[config.mk]
export PLATFORM = sky130hd
export DESIGN_NAME = uuid_v1_generator
export DESIGN_NICKNAME = d
export VERILOG_FILES = /design/src/uuidg_pkg.sv /design/src/uuidg_front.sv /design/src/uuidg_fifo.sv /design/src/uuidg_back.sv /design/src/uuid_v1_generator.sv
export SDC_FILE = /design/constraint.sdc
export NUM_CORES = 1
export LEC_CHECK = 0
export ABC_CLOCK_PERIOD_IN_PS = 11620
export BUFFER_PORTS_ARGS = -buffer_cell sky130_fd_sc_hd__buf_2
export CAP_MARGIN = 10
export CORE_ASPECT_RATIO = 0.8
export CORE_UTILIZATION = 35
export CTS_CLUSTER_SIZE = 28
export DETAILED_ROUTE_END_ITERATION = 8
export PLACE_DENSITY = 0.56
export SLEW_MARGIN = 30
export SYNTH_ARGS = -nofsm -noshare
export SYNTH_HDL_FRONTEND = slang
export SYNTH_SLANG_ARGS = --single-unit
[constraint.sdc]
create_clock -name clk_i -period 11.62 [get_ports clk_i]
set_clock_uncertainty 0.15 [all_clocks]
set_input_delay 0 -clock clk_i [delete_from_list [all_inputs] [get_ports clk_i]]
set_output_delay 0 -clock clk_i [all_outputs]
set_load 0.01 [all_outputs]
[src/uuidg_pkg.sv]
// Shared types and constants for the time-based UUID generator.
`timescale 1ns / 1ps

package uuidg_pkg;

  // Field widths.
  localparam int unsigned SecsW    = 34;
  localparam int unsigned MicrosW  = 20;
  localparam int unsigned SeqW     = 13;
  localparam int unsigned NodeW    = 48;
  localparam int unsigned SubTickW = 4;
  localparam int unsigned CountW   = 60;
  localparam int unsigned TicksW   = 24;
  localparam int unsigned ProdW    = SecsW + TicksW;
  localparam int unsigned LowW     = 24;
  localparam int unsigned CfgAddrW = 2;
  localparam int unsigned CfgDataW = 48;

  // Request queue geometry.
  localparam int unsigned QueueDepth = 2;
  localparam int unsigned PtrW       = $clog2(QueueDepth);
  localparam int unsigned CntW       = $clog2(QueueDepth + 1);

  // Time base: 100 ns units per second, and the 1582 to 1970 offset.
  localparam logic [TicksW-1:0] TicksPerSec = 24'd10000000;
  localparam logic [CountW-1:0] EpochOffset = 60'h1B21DD213814000;

  // Version nibble and variant field of the packed UUID.
  localparam logic [3:0] VersionTime = 4'h1;
  localparam logic [2:0] VariantRfc  = 3'b100;

  // Configuration register indexes.
  localparam logic [CfgAddrW-1:0] CfgNodeAddr = 2'd0;
  localparam logic [CfgAddrW-1:0] CfgInitSeq  = 2'd1;

  // One classified request, handed from the front to the back.
  typedef struct packed {
    logic [SecsW-1:0]    secs;
    logic [MicrosW-1:0]  micros;
    logic [SubTickW-1:0] sub_tick;
    logic [SeqW-1:0]     seq;
  } req_t;

endpackage

[src/uuidg_front.sv]
// Front end: accepts time readings, tracks clock sequence and sub-tick state.
`timescale 1ns / 1ps

module uuidg_front #(
  parameter int unsigned MAX_SUB_TICKS = 10
) (
  input  logic                      clk_i,
  input  logic                      rst_ni,
  input  logic                      in_valid_i,
  output logic                      in_ready_o,
  input  logic [uuidg_pkg::SecsW-1:0]   time_seconds_i,
  input  logic [uuidg_pkg::MicrosW-1:0] time_micros_i,
  input  logic [uuidg_pkg::SeqW-1:0]    init_seq_i,
  input  logic                      queue_full_i,
  output logic                      push_o,
  output uuidg_pkg::req_t           push_data_o
);
  import uuidg_pkg::*;

  localparam logic [SubTickW-1:0] SubTickMax = SubTickW'(MAX_SUB_TICKS);

  logic [SecsW-1:0]    last_secs_q,   last_secs_d;
  logic [MicrosW-1:0]  last_micros_q, last_micros_d;
  logic [SeqW-1:0]     seq_q,         seq_d;
  logic [SubTickW-1:0] sub_tick_q,    sub_tick_d;
  logic                started_q,     started_d;

  logic accept;
  logic earlier;
  logic same;
  logic emit;

  assign in_ready_o = !queue_full_i;
  assign accept     = in_valid_i && in_ready_o;

  // Compare the new reading against the stored one.
  assign earlier = (time_seconds_i < last_secs_q) ||
                   ((time_seconds_i == last_secs_q) && (time_micros_i < last_micros_q));
  assign same    = (time_seconds_i == last_secs_q) && (time_micros_i == last_micros_q);

  // Classify the request and work out the next state.
  always_comb begin
    last_secs_d   = last_secs_q;
    last_micros_d = last_micros_q;
    seq_d         = seq_q;
    sub_tick_d    = sub_tick_q;
    started_d     = started_q;
    emit          = 1'b1;
    if (!started_q) begin
      seq_d      = init_seq_i;
      sub_tick_d = '0;
      started_d  = 1'b1;
    end else if (earlier) begin
      seq_d      = seq_q + 1'b1;
      sub_tick_d = '0;
    end else if (same) begin
      if (sub_tick_q >= SubTickMax) begin
        emit = 1'b0;
      end else begin
        sub_tick_d = sub_tick_q + 1'b1;
      end
    end else begin
      sub_tick_d = '0;
    end
    if (emit) begin
      last_secs_d   = time_seconds_i;
      last_micros_d = time_micros_i;
    end
  end

  assign push_o               = accept && emit;
  assign push_data_o.secs     = time_seconds_i;
  assign push_data_o.micros   = time_micros_i;
  assign push_data_o.sub_tick = sub_tick_d;
  assign push_data_o.seq      = seq_d;

  // State only moves when a request produces a UUID.
  always_ff @(posedge clk_i or negedge rst_ni) begin
    if (!rst_ni) begin
      last_secs_q   <= '0;
      last_micros_q <= '0;
      seq_q         <= '0;
      sub_tick_q    <= '0;
      started_q     <= 1'b0;
    end else if (accept && emit) begin
      last_secs_q   <= last_secs_d;
      last_micros_q <= last_micros_d;
      seq_q         <= seq_d;
      sub_tick_q    <= sub_tick_d;
      started_q     <= started_d;
    end
  end

endmodule

[src/uuidg_fifo.sv]
// Short request queue between the front end and the back end.
`timescale 1ns / 1ps

module uuidg_fifo (
  input  logic            clk_i,
  input  logic            rst_ni,
  input  logic            push_i,
  input  uuidg_pkg::req_t push_data_i,
  output logic            full_o,
  input  logic            pop_i,
  output logic            empty_o,
  output uuidg_pkg::req_t pop_data_o
);
  import uuidg_pkg::*;

  req_t            entries_q [QueueDepth];
  logic [PtrW-1:0] wr_ptr_q;
  logic [PtrW-1:0] rd_ptr_q;
  logic [CntW-1:0] count_q;

  logic do_push;
  logic do_pop;

  assign full_o     = (count_q == CntW'(QueueDepth));
  assign empty_o    = (count_q == '0);
  assign do_push    = push_i && !full_o;
  assign do_pop     = pop_i && !empty_o;
  assign pop_data_o = entries_q[rd_ptr_q];

  // Entry storage.
  always_ff @(posedge clk_i) begin
    if (do_push) begin
      entries_q[wr_ptr_q] <= push_data_i;
    end
  end

  // Pointers and occupancy.
  always_ff @(posedge clk_i or negedge rst_ni) begin
    if (!rst_ni) begin
      wr_ptr_q <= '0;
      rd_ptr_q <= '0;
      count_q  <= '0;
    end else begin
      if (do_push) begin
        wr_ptr_q <= wr_ptr_q + 1'b1;
      end
      if (do_pop) begin
        rd_ptr_q <= rd_ptr_q + 1'b1;
      end
      if (do_push && !do_pop) begin
        count_q <= count_q + 1'b1;
      end else if (do_pop && !do_push) begin
        count_q <= count_q - 1'b1;
      end
    end
  end

endmodule

[src/uuidg_back.sv]
// Back end: forms the 60-bit timestamp and packs the UUID in two stages.
`timescale 1ns / 1ps

module uuidg_back (
  input  logic                         clk_i,
  input  logic                         rst_ni,
  input  logic                         queue_empty_i,
  input  uuidg_pkg::req_t              queue_data_i,
  output logic                         pop_o,
  input  logic [uuidg_pkg::NodeW-1:0]  node_i,
  output logic                         out_valid_o,
  input  logic                         out_ready_i,
  output logic [63:0]                  uuid_upper_o,
  output logic [63:0]                  uuid_lower_o
);
  import uuidg_pkg::*;

  logic             s1_valid_q;
  logic [ProdW-1:0] prod_q;
  logic [LowW-1:0]  low_q;
  logic [SeqW-1:0]  seq_q;

  logic             out_valid_q;
  logic [63:0]      upper_q, upper_d;
  logic [63:0]      lower_q, lower_d;

  logic             out_take;
  logic             s1_load;
  logic [ProdW-1:0] prod_d;
  logic [LowW-1:0]  low_d;
  logic [CountW-1:0] count;

  // Flow control: each stage moves when the one after it has room.
  assign out_take = !out_valid_q || out_ready_i;
  assign s1_load  = !s1_valid_q || out_take;
  assign pop_o    = !queue_empty_i && s1_load;

  // Stage 1: seconds scaled to 100 ns units, micros times ten plus sub-tick.
  assign prod_d = {{TicksW{1'b0}}, queue_data_i.secs} * {{SecsW{1'b0}}, TicksPerSec};
  assign low_d  = {1'b0, queue_data_i.micros, 3'b000} +
                  {3'b000, queue_data_i.micros, 1'b0} +
                  {{(LowW-SubTickW){1'b0}}, queue_data_i.sub_tick};

  // Stage 2: add the epoch offset and pack the fields.
  assign count   = {{(CountW-ProdW){1'b0}}, prod_q} +
                   {{(CountW-LowW){1'b0}}, low_q} + EpochOffset;
  assign upper_d = {count[31:0], count[47:32], VersionTime, count[59:48]};
  assign lower_d = {VariantRfc, seq_q, node_i};

  always_ff @(posedge clk_i) begin
    if (pop_o) begin
      prod_q <= prod_d;
      low_q  <= low_d;
      seq_q  <= queue_data_i.seq;
    end
    if (s1_valid_q && out_take) begin
      upper_q <= upper_d;
      lower_q <= lower_d;
    end
  end

  always_ff @(posedge clk_i or negedge rst_ni) begin
    if (!rst_ni) begin
      s1_valid_q  <= 1'b0;
      out_valid_q <= 1'b0;
    end else begin
      if (s1_load) begin
        s1_valid_q <= pop_o;
      end
      if (out_take) begin
        out_valid_q <= s1_valid_q;
      end
    end
  end

  assign out_valid_o  = out_valid_q;
  assign uuid_upper_o = upper_q;
  assign uuid_lower_o = lower_q;

endmodule

[src/uuid_v1_generator.sv]
// Top level of the time-based (version 1) UUID generator.
`timescale 1ns / 1ps
//
// Usage: each request on the input channel (in_valid_i / in_ready_o) carries
// one time reading, seconds since 1970 and microseconds within the second.
// The block answers with a version-1 UUID on the output channel
// (out_valid_o / out_ready_i), split into the upper and lower 64 bits.
// A request whose reading repeats the previous one more often than the
// sub-tick limit allows is taken but gives no UUID; the caller retries.
// The node address and initial clock sequence are written through the
// configuration port (cfg_we_i, cfg_addr_i, cfg_wdata_i) while idle.
// Throughput: one request per cycle while the queue is not full; the front
// end settles the sequence state as the request is taken, and the back
// end's multiply and add stages are fully pipelined. A two-entry queue
// sits between the two parts.
// When the receiver stalls, the output register holds its UUID, the back
// end fills, the queue fills, and then in_ready_o drops.
// Reset clears the configuration registers, the stored reading, the clock
// sequence and sub-tick state, and empties the queue and pipeline.

module uuid_v1_generator #(
  parameter int unsigned MAX_SUB_TICKS = 10
) (
  input  logic                            clk_i,
  input  logic                            rst_ni,
  input  logic                            cfg_we_i,
  input  logic [uuidg_pkg::CfgAddrW-1:0]  cfg_addr_i,
  input  logic [uuidg_pkg::CfgDataW-1:0]  cfg_wdata_i,
  input  logic                            in_valid_i,
  output logic                            in_ready_o,
  input  logic [uuidg_pkg::SecsW-1:0]     time_seconds_i,
  input  logic [uuidg_pkg::MicrosW-1:0]   time_micros_i,
  output logic                            out_valid_o,
  input  logic                            out_ready_i,
  output logic [63:0]                     uuid_upper_o,
  output logic [63:0]                     uuid_lower_o
);
  import uuidg_pkg::*;

  logic [NodeW-1:0] node_q;
  logic [SeqW-1:0]  init_seq_q;

  logic push;
  req_t push_data;
  logic queue_full;
  logic queue_empty;
  logic pop;
  req_t pop_data;

  // Configuration registers.
  always_ff @(posedge clk_i or negedge rst_ni) begin
    if (!rst_ni) begin
      node_q     <= '0;
      init_seq_q <= '0;
    end else if (cfg_we_i) begin
      case (cfg_addr_i)
        CfgNodeAddr: node_q     <= cfg_wdata_i[NodeW-1:0];
        CfgInitSeq:  init_seq_q <= cfg_wdata_i[SeqW-1:0];
        default: ;
      endcase
    end
  end

  uuidg_front #(
    .MAX_SUB_TICKS(MAX_SUB_TICKS)
  ) u_front (
    .clk_i         (clk_i),
    .rst_ni        (rst_ni),
    .in_valid_i    (in_valid_i),
    .in_ready_o    (in_ready_o),
    .time_seconds_i(time_seconds_i),
    .time_micros_i (time_micros_i),
    .init_seq_i    (init_seq_q),
    .queue_full_i  (queue_full),
    .push_o        (push),
    .push_data_o   (push_data)
  );

  uuidg_fifo u_fifo (
    .clk_i      (clk_i),
    .rst_ni     (rst_ni),
    .push_i     (push),
    .push_data_i(push_data),
    .full_o     (queue_full),
    .pop_i      (pop),
    .empty_o    (queue_empty),
    .pop_data_o (pop_data)
  );

  uuidg_back u_back (
    .clk_i        (clk_i),
    .rst_ni       (rst_ni),
    .queue_empty_i(queue_empty),
    .queue_data_i (pop_data),
    .pop_o        (pop),
    .node_i       (node_q),
    .out_valid_o  (out_valid_o),
    .out_ready_i  (out_ready_i),
    .uuid_upper_o (uuid_upper_o),
    .uuid_lower_o (uuid_lower_o)
  );

endmodule

# Word-level counts from Yosys, hierarchy flattened
# Memories as Yosys holds them, arrays and structs flattened.
# Index checks and enable logic that the tools add are counted.
# W data, S select, Z words.
[op_classes]
eq_ne = 4
muxes = 14
n_mul = 1
n_addsub = 10
n_reduce_logical = 25
magnitude_cmp = 3
[ops]
columns = ["op", "n"]
rows = [
  ["$add A60 B57 Y60 const B", 1],
  ["$add A58 B24 Y59", 1],
  ["$mul A34 B17 Y51 const B", 1],
  ["$eq A34 B34 Y1", 1],
  ["$lt A34 B34 Y1", 1],
  ["$mux W13", 2],
  ["$add A23 B21 Y24", 1],
  ["$add A24 B4 Y24", 1],
  ["$eq A20 B20 Y1", 1],
  ["$lt A20 B20 Y1", 1],
  ["$mux W4", 4],
  ["$add A13 B1 Y13 const B", 1],
  ["$logic_and A1 B1 Y1", 10],
  ["$logic_not A1 Y1", 6],
  ["$mux W1", 6],
  ["$reduce_and A2 Y1", 3],
  ["$add A4 B1 Y4 const B", 1],
  ["$ge A4 B4 Y1 const B", 1],
  ["$logic_not A2 Y1", 2],
  ["$mux W2", 2],
  ["$logic_or A1 B1 Y1", 3],
  ["$add A1 B1 Y1 const B", 2],
  ["$add A2 B1 Y2 const B", 1],
  ["$eq A2 B1 Y1 const B", 1],
  ["other kinds (3)", 3],
]
[word_totals]
out_inout_bits = 130
reg_bits = 348
mem_bits_rw = 142
in_bits = 109
memories = 1
word_cells = 75
[memory_table]
columns = ["name", "depth", "width", "read_ports", "rd_ports_with_merged_regs", "write_ports", "line", "text"]
rows = [
  ["u_fifo.entries_q", 2, 71, 1, 0, 1, "uuidg_fifo.sv:16", "req_t entries_q [QueueDepth];"],
]

# Longest topological paths before layout
[logic_depth]
word_depth = 11
ltp_mapped = 28
ltp_nobuf = 25

# Modules after synthesis
# A second synthesis with hierarchy kept.
[hier_totals]
cells_unflattened = 2793
hier_area_um2 = 33046.7
[by_module_without_submodules]
columns = ["mod", "seq_area_each_um2", "n_inst", "area_each_um2", "cells_each"]
rows = [
  ["uuidg_back", 6296.0, 1, 19877.8, 1797],
  ["uuidg_fifo", 4364.2, 1, 5670.4, 240],
  ["uuidg_front", 1801.7, 1, 5211.2, 626],
  ["uuid_v1_generator", 1526.5, 1, 2287.2, 130],
]

# Worst setup path after synthesis
# No wires, ideal clock.
[synth_path]
kind = "register to register"
from = "reg u_fifo.rd_ptr_q"
to = "reg u_back.prod_q[57], data pin"
t_required_ps = 11212
path_stages_with_launch = 28
path_buffers = 3
period_less_slack_ps = 7574
arrival_ps = 7166
setup_time_ps = 258
path_slack_ps = 4046
cell_sequence = "dfrtp_1 -> clkbuf_1 -> buf_1 -> clkbuf_1 -> mux2_2 -> ha_1 -> ha_1 -> inv_1 -> fa_1 -> inv_1 -> fa_1 -> fa_1 -> inv_1 -> fa_1 -> inv_1 -> ha_1 -> a211oi_1 -> o21ai_0 -> a31o_2 -> a2111oi_4 -> a211oi_1 -> o21ai_1 -> a21oi_1 -> o21a_1 -> a311o_1 -> a221o_1 -> a21oi_1 -> xnor2_1"
[synth_via]
elab_chain_cells = 2
[synth_lines]
columns = ["item", "line", "text"]
rows = [
  ["start, declared", "uuidg_fifo.sv:18", "logic [PtrW-1:0] rd_ptr_q;"],
  ["start signal, assigned", "uuidg_fifo.sv:48", "rd_ptr_q <= rd_ptr_q + 1'b1;"],
  ["$mem_v2 Z2 W71", "--", ""],
  ["$mul A34 B17 Y51", "uuidg_back.sv:39", "assign prod_d = {{TicksW{1'b0}}, queue_data_i.secs} * {{SecsW{1'b0}}, TicksPerSec};"],
  ["net u_back.prod_d[57]", "uuidg_back.sv:29", "logic [ProdW-1:0] prod_d;"],
  ["end signal, assigned", "uuidg_back.sv:52", "prod_q <= prod_d;"],
  ["end, declared", "uuidg_back.sv:19", "logic [ProdW-1:0] prod_q;"],
]
# The timed path passes the listed nets, and every way through them passes these cells.
# A chain may end at the register's enable or synchronous reset.

# Final worst setup path
# Ends and elaborated chain as after synthesis.

==> results.tsv <==
stage	metric	value	unit
logic_synthesis	synthCells	2739	
final_layout	final_common_cell	inv_1	
global_route	antenna_found_initial	14	
clock_tree	cts_sinks	490	
global_route	grt_max_degree	83	
clock_tree	clkTransAtPathRegs	0.06	ns
worst_setup_path	critical_path.slowest_cell	dfrtp_4	
global_route	grt_overflow_total	0	
worst_setup_path	cpPeakStageDelay	0.89	ns
sta	slew_headroom	32.26	%
die	core	93210	µm²
drt	routed-via-count	20910	
worst_setup_path	critPathLaunch	u_fifo.rd_ptr_q	
global_route	track_usage	16.10	%
final_layout	fin_nets	3854	
drt	drtPass1Iterations	5	
worst_setup_path	path_common_cell	fa_1	
job	maxCapViolCount	0	
drt	route.detailed.drc	0	
logic_synthesis	async_flop_share	28.37	%
logic_synthesis	yosys_warnings	0	
clock_tree	cts.hold.buffers_added	209	
sta	grt_setup_unrepaired	false	
clock_tree	cts_tree	yes	
clock_tree	cts_buffers	56	
worst_setup_path	cp_max_fo	52	
worst_setup_path	startpoint_type	flip-flop	
logic_synthesis	syn_avg_cell_area	12.06	µm²
clock_tree	cts.path.max_buffers	3	
die	pin_count	239	
worst_setup_path	critical_path_depth	21	
die	start_util	35.45	%
placed_design	hpwl	57.88	mm
worst_setup_path	endpoint	u_back.prod_q[57]	
worst_setup_path	cp.buffers_inverters	3	
worst_setup_path	r2r-start	u_fifo.rd_ptr_q	
worst_setup_path	cpLargestDelayFamily	adder cells	
logic_synthesis	synth_edf_count	351	
worst_setup_path	r2r_slack	3.69	ns
sta	drv_slew	0	
logic_synthesis	ys_seq_area_share	42.42	%
worst_setup_path	required	11.81	ns
worst_setup_path	path_cells	buf_4, mux2_2, ha_1, ha_1, fa_1, fa_1, fa_1, inv_1, fa_1, inv_1, ha_1, a31o_2, a2111oi_4, a211oi_1, o21ai_1, a21oi_1, o21a_1, a311o_1, a221o_1, a21oi_1, xnor2_1	
die	die_h	276.8	µm
sta	worst_pin_slew	1.003	ns
sta	layout_min_cycle_time	7.926	ns
die	dieArea	95650	µm²
logic_synthesis	ys_types	99	
placed_design	gp_congestion	0.8683	
global_route	grt_pass1_wl	122.1	mm
global_route	grt_pass1_vias	21670	
clock_tree	post_cts_resized	0	
outcome	outcome	finished clean	
clock_tree	post_cts_buffers	0	
worst_setup_path	reg2reg_depth	21	
final_layout	most-common-layout-cells	inv_1 (438), ha_1 (369), edfxtp_1 (351)	
logic_synthesis	synthesis.area	33040	µm²
drt	routed_wl	75.85	mm
logic_synthesis	yosys_register_bits	490	
worst_setup_path	criticalPathCategory	flip-flop to flip-flop	
drt	drt_iter0_markers	1032	
sta	setup_violations	0	
worst_setup_path	cp-end-kind	flip-flop	
die	die_w	345.5	µm
clock_tree	clock_latency	0.66	ns
drt	antenna_left	0	
worst_hold_path	holdCritPathClass	input pin to flip-flop	
worst_setup_path	r2r_end	u_back.prod_q[57]	
sta	period_share	68.21	%
placed_design	port_buffers	231	
clock_tree	h-tree-depth	2	
drt	vias_per_cell	4.676	
clock_tree	cts_root_buf	clkbuf_16	
final_layout	area_growth	20.47	%
drt	wl_per_cell	16.96	µm
logic_synthesis	synth-main-ff-cell	edfxtp_1	
die	num_rows	100	
final_layout	layout-drive-gt1-share	18.68	%
sta	max_freq	126.2	MHz
worst_setup_path	critical_path_arrival	8.11	ns
sta	totalNegativeSetupSlack	0	ns
sta	finalHoldViolCount	0	
==> per-layer routing <==
metal  vias to the layer above  wire length, µm  track usage, %
li1                      10490                -               -
met1                      9976            38500           23.37
met2                       320            32460           24.63
met3                       106             3566           3.452
met4                        20             1203           3.217
met5                         -              119               0
==> state kept, by name, summed over array words and instances (netlist names), 2 cells and up <==
| register | flops |
|---|---|
| u_front.last_secs_q | 34 |
| u_fifo.count_q | 2 |
| node_q | 48 |
| init_seq_q | 13 |
| u_back.uuid_upper_o | 60 |
| u_back.uuid_lower_o | 61 |
| u_front.sub_tick_q | 4 |
| u_front.seq_q | 13 |
| u_fifo.entries_q | 142 |
| u_back.low_q | 24 |
| u_back.seq_q | 13 |
| u_front.last_micros_q | 20 |
| u_back.prod_q | 51 |
==> synth_stat cells (10+ instances only) <==
| library cell | count | area, µm² |
|---|---|---|
| xnor2_1 | 102 | 893.4 |
| a31oi_1 | 10 | 62.56 |
| and2_1 | 20 | 125.1 |
| a21oi_1 | 100 | 500.5 |
| edfxtp_1 | 351 | 10540 |
| nand2_1 | 95 | 356.6 |
| nand2b_1 | 25 | 156.4 |
| o21bai_1 | 17 | 127.6 |
| ha_1 | 369 | 4617 |
| nor2b_1 | 17 | 106.4 |
| fa_1 | 179 | 3583 |
| nand4_1 | 30 | 187.7 |
| dfrtp_1 | 139 | 3478 |
| o21ai_0 | 65 | 325.3 |
| nor2_1 | 102 | 382.9 |
| nor3_1 | 28 | 140.1 |
| clkbuf_1 | 30 | 112.6 |
| nand3_1 | 42 | 210.2 |
| inv_1 | 439 | 1648 |
| mux2_2 | 209 | 2354 |
| and3_1 | 21 | 131.4 |
| xor2_1 | 54 | 473.0 |
| a211oi_1 | 11 | 82.58 |
| o21a_1 | 12 | 90.09 |
| a21o_1 | 57 | 427.9 |
==> layout make-up <==
class	instances	area, µm²
Antenna cell	4	10.01
Clock buffer	70	1515
Clock inverter	35	543.0
Fill cell	8719	53410
Inverter	440	1653
Multi-Input combinational cell	1758	17170
Sequential cell	490	14020
Tap cell	1224	1531
Timing Repair Buffer	451	3367
==> per-stage QoR <==
| stage | instances | hold WS, ns | util [%] | instance area (µm²) | worst slack [ns] |
|---|---|---|---|---|---|
| after CTS | 4468 | 0.0006679 | 42.69 | 39800 | 3.614 |
| after detailed placement | 4154 | -0.006693 | 38.22 | 35630 | 3.702 |
| after floorplan | 2744 | -0.4456 | - | 33060 | 4.046 |
| after global routing | 4472 | 0.01205 | 42.70 | 39810 | 3.237 |
| final | 4472 | 0.01503 | 42.70 | 39810 | 3.694 |
| after global placement | 4153 | -0.009030 | 38.20 | 35610 | 3.721 |
==> worst min-delay path by stage <==
stage / startpoint / endpoint / slack [ns] / cells past startpoint
finish: time_seconds_i[7] / u_fifo.entries_q[0][44] / 0.02 / 2
global route: time_seconds_i[3] / u_fifo.entries_q[0][40] / 0.01 / 2
CTS: cfg_wdata_i[6] / init_seq_q[6] / 0.0007 / 3
detailed placement: rst_ni / u_back.s1_valid_q / -0.007 / 1
global placement: rst_ni / u_back.s1_valid_q / -0.009 / 1
floorplan: rst_ni / init_seq_q[0] / -0.45 / 0
==> kinds of logic (layout without fill, tap and decap cells) <==
| family | Yosys count | in the layout | share of synthesized area, % |
|---|---|---|---|
| mux | 218 | 218 | 7.395 |
| buf+inv | 496 | 996 | 5.771 |
| other cells | 2 | 11 | 0.02273 |
| xor+xnor | 157 | 157 | 4.184 |
| simple gates | 438 | 438 | 6.930 |
| compound gates | 390 | 390 | 8.456 |
| flops | 490 | 490 | 42.42 |
| fa+ha+maj | 548 | 548 | 24.82 |
Power is left out: the tool's default activity adds up to more than one toggle a clock period on the data nets, which glitch-free logic cannot reach.
